`src/sv/trpd_pkg.sv`:
```
// ----------------------------------------------------------------------------
// trpd_pkg
// Shared types, constants and the system colour table of the tile row decoder.
// ----------------------------------------------------------------------------
package trpd_pkg;

    localparam int NUM_CELLS        = 8;
    localparam int COORD_W          = 9;
    localparam int PAL_AW           = 5;
    localparam int PAL_DEPTH        = 1 << PAL_AW;
    localparam int CIDX_W           = 6;
    localparam int COLOR_TABLE_SIZE = 64;
    localparam int COMP_W           = 8;
    localparam int IN_DATA_W        = 48;
    localparam int OUT_DATA_W       = 48;

    typedef enum logic [1:0] {
        OP_PALETTE    = 2'd0,
        OP_BACKGROUND = 2'd1,
        OP_SPRITE     = 2'd2
    } t_op;

    // one pixel slot of the chain
    typedef struct packed {
        logic                 vis;
        logic                 last;
        logic [PAL_AW-1:0]    addr;
        logic [COORD_W-1:0]   x;
    } t_cell;

    typedef struct packed {
        logic [COMP_W-1:0] red;
        logic [COMP_W-1:0] green;
        logic [COMP_W-1:0] blue;
    } t_rgb;

    function automatic t_rgb sys_colour(input logic [CIDX_W-1:0] idx);
        t_rgb c;
        case (idx)
            6'd0:  c = '{8'h80, 8'h80, 8'h80};  6'd1:  c = '{8'h00, 8'h3D, 8'hA6};
            6'd2:  c = '{8'h00, 8'h12, 8'hB0};  6'd3:  c = '{8'h44, 8'h00, 8'h96};
            6'd4:  c = '{8'hA1, 8'h00, 8'h5E};  6'd5:  c = '{8'hC7, 8'h00, 8'h28};
            6'd6:  c = '{8'hBA, 8'h06, 8'h00};  6'd7:  c = '{8'h8C, 8'h17, 8'h00};
            6'd8:  c = '{8'h5C, 8'h2F, 8'h00};  6'd9:  c = '{8'h10, 8'h45, 8'h00};
            6'd10: c = '{8'h05, 8'h4A, 8'h00};  6'd11: c = '{8'h00, 8'h47, 8'h2E};
            6'd12: c = '{8'h00, 8'h41, 8'h66};  6'd13: c = '{8'h00, 8'h00, 8'h00};
            6'd14: c = '{8'h05, 8'h05, 8'h05};  6'd15: c = '{8'h05, 8'h05, 8'h05};
            6'd16: c = '{8'hC7, 8'hC7, 8'hC7};  6'd17: c = '{8'h00, 8'h77, 8'hFF};
            6'd18: c = '{8'h21, 8'h55, 8'hFF};  6'd19: c = '{8'h82, 8'h37, 8'hFA};
            6'd20: c = '{8'hEB, 8'h2F, 8'hB5};  6'd21: c = '{8'hFF, 8'h29, 8'h50};
            6'd22: c = '{8'hFF, 8'h22, 8'h00};  6'd23: c = '{8'hD6, 8'h32, 8'h00};
            6'd24: c = '{8'hC4, 8'h62, 8'h00};  6'd25: c = '{8'h35, 8'h80, 8'h00};
            6'd26: c = '{8'h05, 8'h8F, 8'h00};  6'd27: c = '{8'h00, 8'h8A, 8'h55};
            6'd28: c = '{8'h00, 8'h99, 8'hCC};  6'd29: c = '{8'h21, 8'h21, 8'h21};
            6'd30: c = '{8'h09, 8'h09, 8'h09};  6'd31: c = '{8'h09, 8'h09, 8'h09};
            6'd32: c = '{8'hFF, 8'hFF, 8'hFF};  6'd33: c = '{8'h0F, 8'hD7, 8'hFF};
            6'd34: c = '{8'h69, 8'hA2, 8'hFF};  6'd35: c = '{8'hD4, 8'h80, 8'hFF};
            6'd36: c = '{8'hFF, 8'h45, 8'hF3};  6'd37: c = '{8'hFF, 8'h61, 8'h8B};
            6'd38: c = '{8'hFF, 8'h88, 8'h33};  6'd39: c = '{8'hFF, 8'h9C, 8'h12};
            6'd40: c = '{8'hFA, 8'hBC, 8'h20};  6'd41: c = '{8'h9F, 8'hE3, 8'h0E};
            6'd42: c = '{8'h2B, 8'hF0, 8'h35};  6'd43: c = '{8'h0C, 8'hF0, 8'hA4};
            6'd44: c = '{8'h05, 8'hFB, 8'hFF};  6'd45: c = '{8'h5E, 8'h5E, 8'h5E};
            6'd46: c = '{8'h0D, 8'h0D, 8'h0D};  6'd47: c = '{8'h0D, 8'h0D, 8'h0D};
            6'd48: c = '{8'hFF, 8'hFF, 8'hFF};  6'd49: c = '{8'hA6, 8'hFC, 8'hFF};
            6'd50: c = '{8'hB3, 8'hEC, 8'hFF};  6'd51: c = '{8'hDA, 8'hAB, 8'hEB};
            6'd52: c = '{8'hFF, 8'hA8, 8'hF9};  6'd53: c = '{8'hFF, 8'hAB, 8'hB3};
            6'd54: c = '{8'hFF, 8'hD2, 8'hB0};  6'd55: c = '{8'hFF, 8'hEF, 8'hA6};
            6'd56: c = '{8'hFF, 8'hF7, 8'h9C};  6'd57: c = '{8'hD7, 8'hE8, 8'h95};
            6'd58: c = '{8'hA6, 8'hED, 8'hAF};  6'd59: c = '{8'hA2, 8'hF2, 8'hDA};
            6'd60: c = '{8'h99, 8'hFF, 8'hFC};  6'd61: c = '{8'hDD, 8'hDD, 8'hDD};
            6'd62: c = '{8'h11, 8'h11, 8'h11};  6'd63: c = '{8'h11, 8'h11, 8'h11};
            default: c = '{8'h00, 8'h00, 8'h00};
        endcase
        return c;
    endfunction

endpackage

```
`src/sv/trpd_cell.sv`:
```
// ----------------------------------------------------------------------------
// trpd_cell
// One pixel slot of the shift chain: loads in parallel, else takes its
// upstream neighbour when the head pops.
// ----------------------------------------------------------------------------
module trpd_cell
    import trpd_pkg::*;
(
    input  logic  i_clk,
    input  logic  i_rst_n,
    input  logic  i_load,
    input  logic  i_shift,
    input  logic  i_ld_occ,
    input  t_cell i_ld,
    input  logic  i_nb_occ,
    input  t_cell i_nb,
    output logic  o_occ,
    output t_cell o_cell
);

    logic  r_occ;
    t_cell r_cell;

    always_ff @(posedge i_clk) begin
        if (!i_rst_n) begin
            r_occ <= 1'b0;
        end else if (i_load) begin
            r_occ <= i_ld_occ;
        end else if (i_shift) begin
            r_occ <= i_nb_occ;
        end
    end

    always_ff @(posedge i_clk) begin
        if (i_load) begin
            r_cell <= i_ld;
        end else if (i_shift) begin
            r_cell <= i_nb;
        end
    end

    assign o_occ  = r_occ;
    assign o_cell = r_cell;

endmodule

```
`src/sv/trpd_lookup.sv`:
```
// ----------------------------------------------------------------------------
// trpd_lookup
// Palette RAM, palette read stage and system colour output register.
// ----------------------------------------------------------------------------
module trpd_lookup
    import trpd_pkg::*;
(
    input  logic                      i_clk,
    input  logic                      i_rst_n,
    input  logic                      i_wr_en,
    input  logic [PAL_AW-1:0]         i_wr_addr,
    input  logic [CIDX_W-1:0]         i_wr_data,
    input  logic                      i_pop,
    input  t_cell                     i_head,
    input  logic [COORD_W-1:0]        i_y,
    output logic                      o_free,
    output logic                      o_valid,
    input  logic                      i_ready,
    output logic [COORD_W-1:0]        o_x,
    output logic [COORD_W-1:0]        o_y,
    output t_rgb                      o_rgb,
    output logic                      o_last
);

    logic [CIDX_W-1:0]  r_pal [PAL_DEPTH];

    logic               r_a_valid;
    logic [CIDX_W-1:0]  r_a_cidx;
    logic [COORD_W-1:0] r_a_x;
    logic [COORD_W-1:0] r_a_y;
    logic               r_a_last;

    logic               r_o_valid;
    logic [COORD_W-1:0] r_o_x;
    logic [COORD_W-1:0] r_o_y;
    t_rgb               r_o_rgb;
    logic               r_o_last;

    logic               w_o_free;
    logic               w_a_free;

    assign w_o_free = !r_o_valid || i_ready;
    assign w_a_free = !r_a_valid || w_o_free;
    assign o_free   = w_a_free;

    always_ff @(posedge i_clk) begin
        if (!i_rst_n) begin
            for (int i = 0; i < PAL_DEPTH; i++) begin
                r_pal[i] <= '0;
            end
        end else if (i_wr_en) begin
            r_pal[i_wr_addr] <= i_wr_data;
        end
    end

    // palette read stage
    always_ff @(posedge i_clk) begin
        if (!i_rst_n) begin
            r_a_valid <= 1'b0;
        end else if (w_a_free) begin
            r_a_valid <= i_pop && i_head.vis;
        end
    end

    always_ff @(posedge i_clk) begin
        if (w_a_free) begin
            r_a_cidx <= r_pal[i_head.addr];
            r_a_x    <= i_head.x;
            r_a_y    <= i_y;
            r_a_last <= i_head.last;
        end
    end

    // colour table stage, holds the beat while the receiver stalls
    always_ff @(posedge i_clk) begin
        if (!i_rst_n) begin
            r_o_valid <= 1'b0;
        end else if (w_o_free) begin
            r_o_valid <= r_a_valid;
        end
    end

    always_ff @(posedge i_clk) begin
        if (w_o_free) begin
            r_o_x    <= r_a_x;
            r_o_y    <= r_a_y;
            r_o_rgb  <= sys_colour(r_a_cidx);
            r_o_last <= r_a_last;
        end
    end

    assign o_valid = r_o_valid;
    assign o_x     = r_o_x;
    assign o_y     = r_o_y;
    assign o_rgb   = r_o_rgb;
    assign o_last  = r_o_last;

endmodule

```
`src/sv/tile_row_pixel_decoder.sv`:
```
// ----------------------------------------------------------------------------
// tile_row_pixel_decoder
// Decodes one eight-pixel pattern row into coloured screen pixels.
// ----------------------------------------------------------------------------
// Input stream (s side): one beat per palette write, background row or
// sprite row; tuser carries the operation. Output stream (m side): one beat
// per drawn pixel, tlast on the final pixel of a row.
// A row is decoded into a chain of eight pixel cells in the cycle it is
// accepted; while the receiver does not stall, the head cell pops one
// pixel per cycle into the palette read stage and then into the colour
// output register. A row holds the chain until all eight cells have popped
// (transparent sprite pixels still take their slot), and the next beat is
// accepted in the cycle the last cell pops, so rows stream at one pixel per
// clock without stalls. Palette writes and unused operations wait for the
// same chain slot, so a write never alters pixels of an earlier row.
// Reset (synchronous, active low) clears the palette to zero and empties
// the chain and both stages. When the receiver stalls, the output beat is
// held and, once the palette read stage is full too, the chain stops
// shifting; input is refused while a cell behind the head is occupied or
// the head cannot pop.
// ----------------------------------------------------------------------------
module tile_row_pixel_decoder
    import trpd_pkg::*;
(
    input  logic                  i_clk,
    input  logic                  i_rst_n,
    input  logic                  i_s_tvalid,
    output logic                  o_s_tready,
    // plane_low, plane_high, pos_x, pos_y, row_in_tile, attr, zero pad
    input  logic [IN_DATA_W-1:0]  i_s_tdata,
    // op
    input  logic [1:0]            i_s_tuser,
    output logic                  o_m_tvalid,
    input  logic                  i_m_tready,
    // pix_x, pix_y, red, green, blue, zero pad
    output logic [OUT_DATA_W-1:0] o_m_tdata,
    output logic                  o_m_tlast
);

    logic [7:0]         w_lo;
    logic [7:0]         w_hi;
    logic [7:0]         w_px;
    logic [7:0]         w_py;
    logic [2:0]         w_row;
    logic [7:0]         w_attr;
    t_op                w_op;

    logic               w_accept;
    logic               w_load;
    logic               w_pop;
    logic               w_free;
    logic               w_wr;

    logic [NUM_CELLS-1:0] w_occ;
    t_cell              w_cell [NUM_CELLS];
    t_cell              w_ld   [NUM_CELLS];
    logic [NUM_CELLS-1:0] w_vis;
    logic [1:0]         w_bq;
    logic [COORD_W-1:0] w_ld_y;
    logic [COORD_W-1:0] r_y;

    logic [COORD_W-1:0] w_ox;
    logic [COORD_W-1:0] w_oy;
    t_rgb               w_rgb;

    assign w_lo   = i_s_tdata[7:0];
    assign w_hi   = i_s_tdata[15:8];
    assign w_px   = i_s_tdata[23:16];
    assign w_py   = i_s_tdata[31:24];
    assign w_row  = i_s_tdata[34:32];
    assign w_attr = i_s_tdata[42:35];
    assign w_op   = t_op'(i_s_tuser);

    // next beat may go in once the chain is down to its final popping cell
    assign w_pop      = w_occ[0] && w_free;
    assign o_s_tready = !w_occ[1] && (!w_occ[0] || w_pop);
    assign w_accept   = i_s_tvalid && o_s_tready;
    assign w_load     = w_accept && (w_op == OP_BACKGROUND || w_op == OP_SPRITE);
    assign w_wr       = w_accept && (w_op == OP_PALETTE);

    // quadrant palette of the background attribute byte
    always_comb begin
        case ({w_py[1], w_px[1]})
            2'b00:   w_bq = w_attr[1:0];
            2'b01:   w_bq = w_attr[3:2];
            2'b10:   w_bq = w_attr[5:4];
            2'b11:   w_bq = w_attr[7:6];
            default: w_bq = w_attr[1:0];
        endcase
    end

    always_comb begin
        case (w_op)
            OP_BACKGROUND: w_ld_y = {w_py[5:0], w_row};
            OP_SPRITE: begin
                if (w_attr[7]) begin
                    w_ld_y = {1'b0, w_py} + {6'd0, 3'd7 - w_row};
                end else begin
                    w_ld_y = {1'b0, w_py} + {6'd0, w_row};
                end
            end
            default: w_ld_y = '0;
        endcase
    end

    // per-pixel decode; cell k carries bitplane bit k
    always_comb begin
        logic [1:0] v;
        for (int k = 0; k < NUM_CELLS; k++) begin
            v = {w_hi[k], w_lo[k]};
            if (w_op == OP_BACKGROUND) begin
                w_vis[k]       = 1'b1;
                w_ld[k].addr   = (v == 2'd0) ? '0 : {1'b0, w_bq, v};
                w_ld[k].x      = {w_px[5:0], ~3'(k)};
            end else begin
                w_vis[k]       = (v != 2'd0);
                w_ld[k].addr   = {1'b1, w_attr[1:0], v};
                if (w_attr[6]) begin
                    w_ld[k].x  = {1'b0, w_px} + COORD_W'(k);
                end else begin
                    w_ld[k].x  = {1'b0, w_px} + {6'd0, ~3'(k)};
                end
            end
        end
        for (int k = 0; k < NUM_CELLS; k++) begin
            w_ld[k].vis  = w_vis[k];
            w_ld[k].last = w_vis[k] && ((w_vis >> (k + 1)) == '0);
        end
    end

    always_ff @(posedge i_clk) begin
        if (w_load) begin
            r_y <= w_ld_y;
        end
    end

    genvar g;
    generate
        for (g = 0; g < NUM_CELLS; g++) begin : g_chain
            logic  w_nb_occ;
            t_cell w_nb;
            if (g == NUM_CELLS - 1) begin : g_tail
                assign w_nb_occ = 1'b0;
                assign w_nb     = '0;
            end else begin : g_mid
                assign w_nb_occ = w_occ[g+1];
                assign w_nb     = w_cell[g+1];
            end
            trpd_cell u_cell (
                .i_clk    (i_clk),
                .i_rst_n  (i_rst_n),
                .i_load   (w_load),
                .i_shift  (w_pop),
                .i_ld_occ (1'b1),
                .i_ld     (w_ld[g]),
                .i_nb_occ (w_nb_occ),
                .i_nb     (w_nb),
                .o_occ    (w_occ[g]),
                .o_cell   (w_cell[g])
            );
        end
    endgenerate

    trpd_lookup u_lookup (
        .i_clk     (i_clk),
        .i_rst_n   (i_rst_n),
        .i_wr_en   (w_wr),
        .i_wr_addr (w_px[PAL_AW-1:0]),
        .i_wr_data (w_attr[CIDX_W-1:0]),
        .i_pop     (w_pop),
        .i_head    (w_cell[0]),
        .i_y       (r_y),
        .o_free    (w_free),
        .o_valid   (o_m_tvalid),
        .i_ready   (i_m_tready),
        .o_x       (w_ox),
        .o_y       (w_oy),
        .o_rgb     (w_rgb),
        .o_last    (o_m_tlast)
    );

    assign o_m_tdata = {6'd0, w_rgb.blue, w_rgb.green, w_rgb.red, w_oy, w_ox};

`ifndef SYNTHESIS
    // occupied cells always form a run from the head
    a_occ_run: assert property (@(posedge i_clk) disable iff (!i_rst_n)
        (w_occ & (w_occ + 8'd1)) == '0)
        else $error("chain occupancy has a gap");

    // at most one pixel of a row in the chain is marked last
    a_one_last: assert property (@(posedge i_clk) disable iff (!i_rst_n)
        $countones({w_cell[7].last && w_occ[7], w_cell[6].last && w_occ[6],
                    w_cell[5].last && w_occ[5], w_cell[4].last && w_occ[4],
                    w_cell[3].last && w_occ[3], w_cell[2].last && w_occ[2],
                    w_cell[1].last && w_occ[1], w_cell[0].last && w_occ[0]}) <= 1)
        else $error("more than one last pixel in chain");

    // a row load fills the whole chain
    a_load_fills: assert property (@(posedge i_clk) disable iff (!i_rst_n)
        w_load |=> (w_occ == '1))
        else $error("row load did not fill the chain");

    // palette write only lands once the previous row has left the chain
    a_wr_empty: assert property (@(posedge i_clk) disable iff (!i_rst_n)
        w_wr |=> (w_occ == '0))
        else $error("palette write while pixels still pending");
`endif

endmodule
```
`config.mk`:
```
export PLATFORM = sky130hd
export DESIGN_NAME = tile_row_pixel_decoder
export DESIGN_NICKNAME = d
export VERILOG_FILES = /design/src/sv/trpd_pkg.sv /design/src/sv/trpd_cell.sv /design/src/sv/trpd_lookup.sv /design/src/sv/tile_row_pixel_decoder.sv
export SDC_FILE = /design/constraint.sdc
export NUM_CORES = 1
export LEC_CHECK = 0
export BUFFER_PORTS_ARGS = -buffer_cell sky130_fd_sc_hd__buf_2
export CAP_MARGIN = 20
export CORE_ASPECT_RATIO = 0.5
export CORE_MARGIN = 2
export CORE_UTILIZATION = 45
export CTS_BUF_LIST = sky130_fd_sc_hd__clkbuf_2 sky130_fd_sc_hd__clkbuf_4 sky130_fd_sc_hd__clkbuf_8
export DETAILED_ROUTE_END_ITERATION = 8
export SLEW_MARGIN = 20
export SYNTH_ARGS = -nofsm -noshare
export SYNTH_HDL_FRONTEND = slang
export SYNTH_SLANG_ARGS = --single-unit
```
`constraint.sdc`:
```
create_clock -name i_clk -period 8.4 [get_ports i_clk]
set_clock_uncertainty 0.05 [all_clocks]
set_input_delay 0.42 -clock i_clk [delete_from_list [all_inputs] [get_ports i_clk]]
set_output_delay 0.42 -clock i_clk [all_outputs]
set_load 0.01 [all_outputs]
```
# [Yosys cells after proc, flatten, opt, wreduce, memory -nomap -nowiden]
# Memory sizes are Yosys's and may differ from the RTL's. A register that Yosys moved wholly into a read port is not among the register bits.
# Index checks and enable logic that the tools add are counted.
[word_totals] regBits=185 latchBits=0 ram_bits=192 romBits=1536 elab_cells=188 n_memories=2
[memory_table] name="(name not given)" words=64 word_bits=24 rd=1 rd_ports_with_merged_regs=1 write_ports=0 line="trpd_pkg.sv:39" text="case (idx)"
[memory_table] name="u_lookup.r_pal" words=32 word_bits=6 rd=1 rd_ports_with_merged_regs=1 write_ports=32 line="trpd_lookup.sv:25" text="logic [CIDX_W-1:0] r_pal [PAL_DEPTH];"
[classes] addsub=10 n_mul=0 div=0 magnitude_cmp=0 n_eq_ne=5 shifts=0 n_mux=74 bitwise_logic=0 n_reduce_logical=48
[ops] cell="16-bit two-way mux" count=16
[ops] cell="14-bit two-way mux" count=8
[ops] cell="9-bit two-way mux" count=9
[ops] cell="8-bit zero test" count=7
[ops] cell="8-bit by 3-bit adder with 9-bit output (second input constant)" count=4
[ops] cell="4-bit two-way mux" count=8
[ops] cell="1-bit two-way mux" count=29
[ops] cell="2-bit zero test" count=10
[ops] cell="8-bit by 2-bit adder with 9-bit output (second input constant)" count=2
[ops] cell="8-bit by 3-bit adder with 9-bit output" count=2
[ops] cell="9-bit case mux with 2 select lines" count=1
[ops] cell="2-bit nonzero test" count=9
[ops] cell="1-bit logical AND" count=13
[ops] cell="8-bit by 1-bit adder with 9-bit output (second input constant)" count=1
[ops] cell="2-bit case mux with 4 select lines" count=1
[ops] cell="2-bit == test (second input constant)" count=3
[ops] cell="6-bit two-way mux" count=1
[ops] cell="6-bit OR reduction" count=1
[ops] cell="5-bit two-way mux" count=1
[ops] cell="2-bit by 1-bit == test with 1-bit output (second input constant)" count=2
[ops] cell="1-bit zero test" count=4
[ops] cell="1-bit logical OR" count=4
[ops] cell="3-bit subtractor (first input constant)" count=1

# [Longest topological paths before layout]
[depth] depth_word=13 ltp_mapped=9 mapped_depth_nobuf=9

# [Cells and area by module]
# From an unflattened synthesis, not the netlist that was laid out.
[hier_totals] hier_cells=1677 area_unflattened_um2=21886.0
[by_module_without_submodules] mod="trpd_lookup" instances=1 cells_per_inst=960 area_each_um2=12966.2 seq_area_each_um2=7847.5
[by_module_without_submodules] mod="trpd_cell" instances=8 cells_per_inst=39 area_each_um2=777.0 seq_area_each_um2=500.5
[by_module_without_submodules] mod="tile_row_pixel_decoder" instances=1 cells_per_inst=405 area_each_um2=2703.8 seq_area_each_um2=270.3

# [Worst setup path after synthesis]
# Ideal clock, no wire load.
[synth_timing] kind="reg-to-reg" start="register u_lookup.r_o_valid, in the netlist u_lookup.o_valid" end="register g_chain[0].u_cell.r_cell, in the netlist g_chain[0].u_cell.o_cell[0], enable pin" setup_time_ps=491 arrival_time_ps=4226 required_time_ps=7859 path_slack_ps=3633 stages_incl_launch_ff=6 period_less_slack_ps=4767 cell_sequence="dfxtp_1 > nor2b_1 > and2_1 > inv_1 > nand2_2 > nand2_1"
[synth_via] elab_chain_cells=9
[synth_rtl] element="from (decl)" line="trpd_lookup.sv:33" text="logic r_o_valid;"
[synth_rtl] element="from (signal assigned)" line="trpd_lookup.sv:79" text="r_o_valid <= r_a_valid;"
[synth_rtl] element="1-bit zero test *" line="trpd_lookup.sv:42" text="assign w_o_free = !r_o_valid || i_ready;"
[synth_rtl] element="1-bit logical OR *" line="trpd_lookup.sv:42"
[synth_rtl] element="1-bit logical OR *" line="trpd_lookup.sv:43" text="assign w_a_free = !r_a_valid || w_o_free;"
[synth_rtl] element="1-bit logical AND *" line="tile_row_pixel_decoder.sv:75" text="assign w_pop = w_occ[0] && w_free;"
[synth_rtl] element="1-bit logical OR" line="tile_row_pixel_decoder.sv:76" text="assign o_s_tready = !w_occ[1] && (!w_occ[0] || w_pop);"
[synth_rtl] element="1-bit logical AND" line="tile_row_pixel_decoder.sv:76"
[synth_rtl] element="1-bit logical AND" line="tile_row_pixel_decoder.sv:77" text="assign w_accept = i_s_tvalid && o_s_tready;"
[synth_rtl] element="1-bit logical AND" line="tile_row_pixel_decoder.sv:78" text="assign w_load = w_accept && (w_op == OP_BACKGROUND || w_op == OP_SPRITE);"
[synth_rtl] element="2-bit nonzero test (no source line) *"
[synth_rtl] element="to (signal assigned)" line="trpd_cell.sv:36" text="r_cell <= i_ld;"
[synth_rtl] element="to (signal assigned)" line="trpd_cell.sv:38" text="r_cell <= i_nb;"
[synth_rtl] element="to (decl)" line="trpd_cell.sv:22" text="t_cell r_cell;"
# Every way passes the cells marked *; elsewhere a longest branch is shown, timed or not.
# A chain may end at the register's enable or synchronous reset.

==> metrics.txt <==
status finished clean; FMAX 278 MHz; min Tclk post-route 3600 ps; leakage power 8.37 nW; layout cells sized above 1 0.150; H-tree Lvls 2; routed len/inst 20.4 microns; vias per cell 5.70; Port Buf Inserts 93; synthesized area 0.0206 sq mm; I/O pins 105; Main synth FF type edfxtp_1; Tot GR Track Use 0.206; largest net degree at the start of global routing 75; CP startpoint kind register; Initial Util 0.456; CTS max path bufs 3; Max-cap violations 0; syn avg cell area 11.8 sq um; Post-route DRC 0; post-synth top area share 0.578; endpoint type of the worst setup path register; Core Region 0.0451 sq mm; global route overflow 0; WP data arrival 3890 ps; Post-Syn Instances 1,740; asr flop ratio synth 0; Die W 306 microns; largest cells by area after synthesis edfxtp_1 (58%), mux4_2 (5.6%), and2_1 (4.6%), nand2_1 (3.1%), o21ai_0 (2.9%); CTS tree yes; Min-Delay Path Class input pin to register; post-synthesis sequential area ratio 0.588; dpl ws 4260 ps; setup TNS 0 ps; Yosys top cell by area edfxtp_1; Final Max Tran Viols 0; sequential share of power 0.476; Die Y 155 microns; Distinct cells, synth 70; PD cells 240 mW/mm^2; VDD IR max 0.000123 V; hold_ws 48.5 ps; Finished Layout Cells 2,410; Iter 0 DRT Violations 1,275; drt pass-1 iters 6; TritonCTS Buffers 58; initial antenna violation count 0; post-route ant nets 0; fin nets 1,850; Sink Count 406; Slew Limit Headroom 0.382; EDFF count, synth 396; DP HPWL 31,000 microns; number of core rows 55; most common cell after layout, fill and taps aside edfxtp_1; RSZ-0062 raised after global routing false; final setup margin 4800 ps; #FFs+latches synth 406; CP required 8690 ps; Clk pwr share 0.300; first-pass GRT wire length 77,100 microns; placed instance count 2,307; Worst-path clk slew 70 ps; Worst-Skew Late Latency 650 ps; fin crit share 0.429; cell-internal power 3.73 mW; # Post-CTS Setup Buffers 0; Area Overhead vs Synth 8.77%; hold_buf cts 0; CTS root buf clkbuf_8; Final setup violation count 0; highest-count cells in the layout ignoring fill and taps edfxtp_1 (396), nand2_1 (168), and2_1 (150), nor2_1 (128), o21ai_0 (121); Slew @ Worst Pin 927 ps; Comb pwr share 0.224; switch share 0.306; Sw Pwr 1.65 mW; CP Class register to register; crit-path max FO 23; ant diodes 0; cts repair resizes 0; vias post-DR 13,700; GP Congestion 0.885; vias in the first global route 13,200; Final Hold Viols 0; Final Routed Wirelength 49,100 microns; Synth warnings 0; die footprint 0.0476 sq mm
-- cell usage after synthesis (31+ instances only) --
library cell  number
o21ai_0          121
edfxtp_1         396
a21oi_1           82
mux4_2            51
nand3_1           31
and2_1           150
clkbuf_1          62
and3_1            57
nand2_1          169
o22ai_1           32
nor2_1           128
buf_2             52
-- per-stage QoR --
step / cell area [sq um] / power (mW) / utilization
CTS: 22400 / 5.40 / 0.496
global route: 22400 / 5.65 / 0.496
global placement: 21200 / 3.78 / 0.470
finish: 22400 / 5.38 / 0.496
floorplan: 20600 / 3.45 / -
detailed placement: 21200 / 3.79 / 0.470
-- layout make-up --
| type | count | area, sq um |
|---|---|---|
| Timing Repair Buffer | 108 | 578 |
| Inverter | 29 | 109 |
| Tap cell | 598 | 748 |
| Clock buffer | 77 | 941 |
| Fill cell | 3998 | 22800 |
| Sequential cell | 406 | 12100 |
| Clock inverter | 26 | 215 |
| Multi-Input combinational cell | 1166 | 7700 |
-- per-layer routing --
layer | GRT usage | wire length [microns]
met4 | 0.0458 | 804
met1 | 0.298 | 22700
met2 | 0.328 | 22700
met5 | 0 | 0
met3 | 0.0371 | 2930
-- power by group through the flow --
stage | clock [mW] | sequential (mW) | combinational [mW]
after CTS | 1.65 | 2.56 | 1.19
after global routing | 1.75 | 2.58 | 1.32
after detailed placement | 0 | 2.60 | 1.18
after floorplan | 0 | 2.62 | 0.836
final | 1.62 | 2.56 | 1.20
after global placement | 0 | 2.60 | 1.18
-- worst max-delay path: stages, from the launching register on --
cell and delay, ps:
edfxtp_1 920, inv_1 340, ha_1 660, nor2b_1 630, a21oi_1 80, mux4_2 470, nor2_1 100, a211oi_1 70
-- path summary, 6_finish.rpt --
kind | start | to | slack, ps | depth (start not counted)
max | u_lookup.r_a_cidx[1]$_DFFE_PN_ | u_lookup.o_rgb[10]$_DFFE_PP_ | 4800 | 7
min | i_s_tdata[2] | g_chain[2].u_cell.o_cell[9]$_DFFE_PP_ | 50 | 3
max reg2reg | u_lookup.r_a_cidx[1]$_DFFE_PN_ | u_lookup.o_rgb[10]$_DFFE_PP_ | 4800 | 7
min reg2reg | g_chain[0].u_cell.o_cell[3]$_DFFE_PP_ | u_lookup.r_a_x[3]$_DFFE_PN_ | 370 | 0
-- cell families after synthesis --
family,share of synthesized area
compound gates,0.117
xor+xnor,0.0157
fa+ha+maj,0.0168
buf+inv,0.0398
flops,0.588
mux,0.0668
other cells,0.000182
simple gates,0.156
-- flip-flops by register name, indices dropped and copies added (netlist names), 8 cells and up --
signal	count
g_chain.u_cell.o_cell	127
g_chain.u_cell.o_occ	8
u_lookup.r_pal	192
u_lookup.o_rgb	24
u_lookup.o_y	9
r_y	9
u_lookup.r_a_y	9
u_lookup.r_a_x	9
u_lookup.o_x	9
(Power assumes the default switching activity.)
